<file path="config.mk">
export PLATFORM = sky130hd
export DESIGN_NAME = aqr_ram
export DESIGN_NICKNAME = d
export VERILOG_FILES = /design/src/hw/rtl/aqr_ram.sv
export SDC_FILE = /design/constraint.sdc
export NUM_CORES = 2
export LEC_CHECK = 0
export ABC_AREA = 0
export BUFFER_PORTS_ARGS = -buffer_cell sky130_fd_sc_hd__buf_4
export CAP_MARGIN = 20
export CORE_MARGIN = 8
export CORE_UTILIZATION = 40
export CTS_CLUSTER_DIAMETER = 150
export DETAILED_ROUTE_END_ITERATION = 16
export HOLD_SLACK_MARGIN = 0.1
export PLACE_DENSITY_LB_ADDON = 0.3
export SYNTH_ARGS = -nofsm -noshare
export SYNTH_HDL_FRONTEND = slang
export SYNTH_SLANG_ARGS = --single-unit
</file>
<file path="constraint.sdc">
create_clock -name clk -period 3.3 [get_ports clk]
set_input_delay 0.165 -clock clk [delete_from_list [all_inputs] [get_ports clk]]
set_output_delay 0.165 -clock clk [all_outputs]
set_load 0.05 [all_outputs]
</file>
<file path="src/hw/rtl/aqr_ram.sv">
// Generic single-port-write, single-port-read RAM with registered read data.
// Stand-alone; used for the registry and both queue stores.
`default_nettype none
module aqr_ram #(
	parameter int Width = 32,
	parameter int Depth = 64
) (
	input  wire logic                     clk,
	input  wire logic                     we,
	input  wire logic [$clog2(Depth)-1:0] waddr,
	input  wire logic [Width-1:0]         wdata,
	input  wire logic [$clog2(Depth)-1:0] raddr,
	output logic      [Width-1:0]         rdata
);
	logic [Width-1:0] mem [Depth];

	always_ff @(posedge clk) begin
		if (we) begin
			mem[waddr] <= wdata;
		end
		rdata <= mem[raddr];
	end
endmodule
`default_nettype wire

</file>
==> results.ini <==
[outcome]
status=complete, no violations

[placement]
routabilityCongestion=0.775
dp_hpwl_um=116000
portBuffers=77
placed_area_mm2=0.0844

[route]
drt_iter0_drc=4045
vias_per_cell=5.77
wl_per_cell_um=31.5
vias=37506
firstDrtPassIters=6
ant_nets=0
drc=0
routed_wl_um=205000

[yosys]
syn-instance-count=3324
ys_seq_area_share_pct=79.1
syn_area_mm2=0.0785
synthTopCellsByArea=edfxtp_1, mux4_2, mux2i_1, dfxtp_1, o22ai_1
syn_area_per_cell_um2=23.6
synth_nets=3370
synth_top_area_share_pct=78.3
ys_ff_latch=2080
yosysWarnings=0
yosysTopAreaCell=edfxtp_1
ys_types=34

[hold_path]
hp-class=primary input to flip-flop
hold_depth=4
min_to=mem[56][14]$_DFFE_PP_
hp-start=waddr[4]

[global_routing]
grt_pass1_wl_um=290000
grt_use_total_pct=19.2
antenna_found_initial=6
first_global_vias=37821
grt_max_degree=65
grt_overflow_total=0

[floorplanning]
core_area_mm2=0.195
rows=162
die_w_um=459
die_area_mm2=0.211
ios=78
die_h_um=459
start_util_pct=40.3

[sta]
tns_ns=0
worst_slew_pin_slew_ns=0.869
finalClockSkew_ns=0.0289
fmax_ghz=0.408
slew_headroom_pct=41.9
min_period_ns=2.45
rsz0062_at_grt=false
hold_viol=0
setup_viol=0
min_period_over_period_pct=74.2
slew_violations=0

[clock_network]
cts_resized=0
cts_buffers=208
clock-sinks=2080
cts_tree=built
insertion_delay_ns=0.83
cts_buffer_depth=3
cts_hold_buf=42
h-tree-depth=4
cts_setup_buffers=0
clk_pin_slew_ns=0.06
cts-root-buf=clkbuf_16

[worst_setup_path]
crit_slowest_cell=dlygate4sd3_1
required_ns=3.95
endpoint_kind=flip-flop
worstReg2RegStart=mem[47][14]$_DFFE_PP_
worst-path-buf-inv=4
r2r_setup_slack_ns=1.04
ff2ff_path_depth=4
timing.rr.end=rdata[14]$_DFF_P_
crit_type=primary input to flip-flop
cp_max_fo=38
start_kind=primary input
crit_cells=9
slowest_delay_ns=0.56
cp_data_arrival_time_ns=3.09
crit_family=buffers and inverters
crit_chain=dlygate4sd3_1, buf_6, buf_4, nand2b_1, buf_4, o22ai_1, nor2_1, a21oi_1, nor2_1

[power_and_ir_drop]
power_density_mw_per_mm2=607
vdd_drop_max_mv=0.378
leakagePower_nw=28.5

[layout]
syn_to_final_growth_pct=16.6
final_cell_area_mm2=0.0915
nFillCells=15882
drive_gt1_share_pct=31.0
nNetsFinal=3747

[run]
maxCapViolations=0

per-layer routing:
metal | share of wire, % | vias up | global-route usage, %
li1 | - | 15064 | -
met1 | 42 | 20593 | 27.3
met2 | 48 | 1573 | 30.9
met3 | 7.6 | 272 | 3.33
met4 | 2.5 | 4 | 4.93
met5 | 0.011 | - | 0
report_power, final:
| group | internal, W | total (W) | switching (W) |
|---|---|---|---|
| logic | 0.00114 | 0.00301 | 0.00187 |
| registers | 0.0293 | 0.0294 | 0.000139 |
| clock network | 0.0134 | 0.0232 | 0.00977 |
metrics by stage:
step | hold slack, ns | std cells | setup slack, ns | utilization [%] | total power, W
finish | 0.178 | 6504 | 0.852 | 46.9 | 0.0556
global route | 0.163 | 6503 | 0.815 | 46.9 | 0.0571
CTS | 0.111 | 6502 | 0.789 | 46.9 | 0.0561
detailed placement | 0.617 | 6073 | 0.220 | 43.3 | 0.0330
global placement | 0.620 | 6073 | 0.213 | 43.3 | 0.0329
floorplan | 0.264 | 3324 | 0.483 | - | 0.0315
worst reg2reg max path: stages, from the launching register on:
cell and delay (ns):
edfxtp_1 0.35, mux4_2 0.50, mux4_2 0.51, o22ai_1 0.64, nor2_1 0.11
state kept, by name (all words and copies together) (netlist names):
register  count
mem        2048
rdata        32
synth_stat cells:
master and n:
dfxtp_1 32, a41o_1 4, edfxtp_1 2048, o22ai_1 84, mux4_2 544, or3_1 3, nand3_1 5, o32ai_1 4
a22oi_1 12, mux2i_1 93, a311oi_1 8, nand4b_1 1, or2_1 1, or2_2 1, o221ai_1 27, buf_6 5
and2_1 2, nand3b_1 5, and3_1 4, buf_2 57, or3b_1 2, a31oi_1 1, buf_4 25, or3b_2 3
nand2_1 26, or2_0 1, nor2b_1 15, buf_1 21, nor3_1 7, nand4_1 2, nor2_1 137, nand2b_1 8
clkbuf_1 74, a21oi_1 62
layout by cell type (no fill, tap or decap), drive strengths merged, types with 12 or more instances in the layout:
cell type and n:
edfxtp 2048, mux4 544, buf 307, clkbuf 282
nor2 137, mux2i 93, o22ai 84, clkinv 83
a21oi 62, dlygate4sd3 42, dfxtp 32, o221ai 27
nand2 26, bufinv 17, nor2b 15, a22oi 12
area by class of cell:
cell class	instances	area [um^2]	share of cell area [%]
diodes	2	5.00	0.00547
clock buffers	282	5700	6.23
clock inverters	105	1020	1.12
multi-input cells	1062	16000	17.5
flip-flops and latches	2080	62100	67.9
well taps	2624	3280	3.59
repair buffers	349	3390	3.70
kinds of logic after synthesis:
family                 share of synthesized area [%]
AO/OA/AOI/OAI                                   1.67
buffers and inverters                           1.13
flip-flops                                      79.1
multiplexers                                    16.8
AND/OR/NAND/NOR                                 1.27
worst max path at each step:
stage / start / endpoint / slack [ns]
3_5_place_dp: raddr[0] / rdata[0]$_DFF_P_ / 0.22
4_1_cts: raddr[3] / rdata[7]$_DFF_P_ / 0.79
2_1_floorplan: waddr[5] / mem[39][0]$_DFFE_PP_ / 0.48
6_report: raddr[3] / rdata[7]$_DFF_P_ / 0.85
5_1_grt: raddr[3] / rdata[7]$_DFF_P_ / 0.82
3_3_place_gp: raddr[0] / rdata[0]$_DFF_P_ / 0.21
No activity file was read; power rests on OpenSTA's default activity.
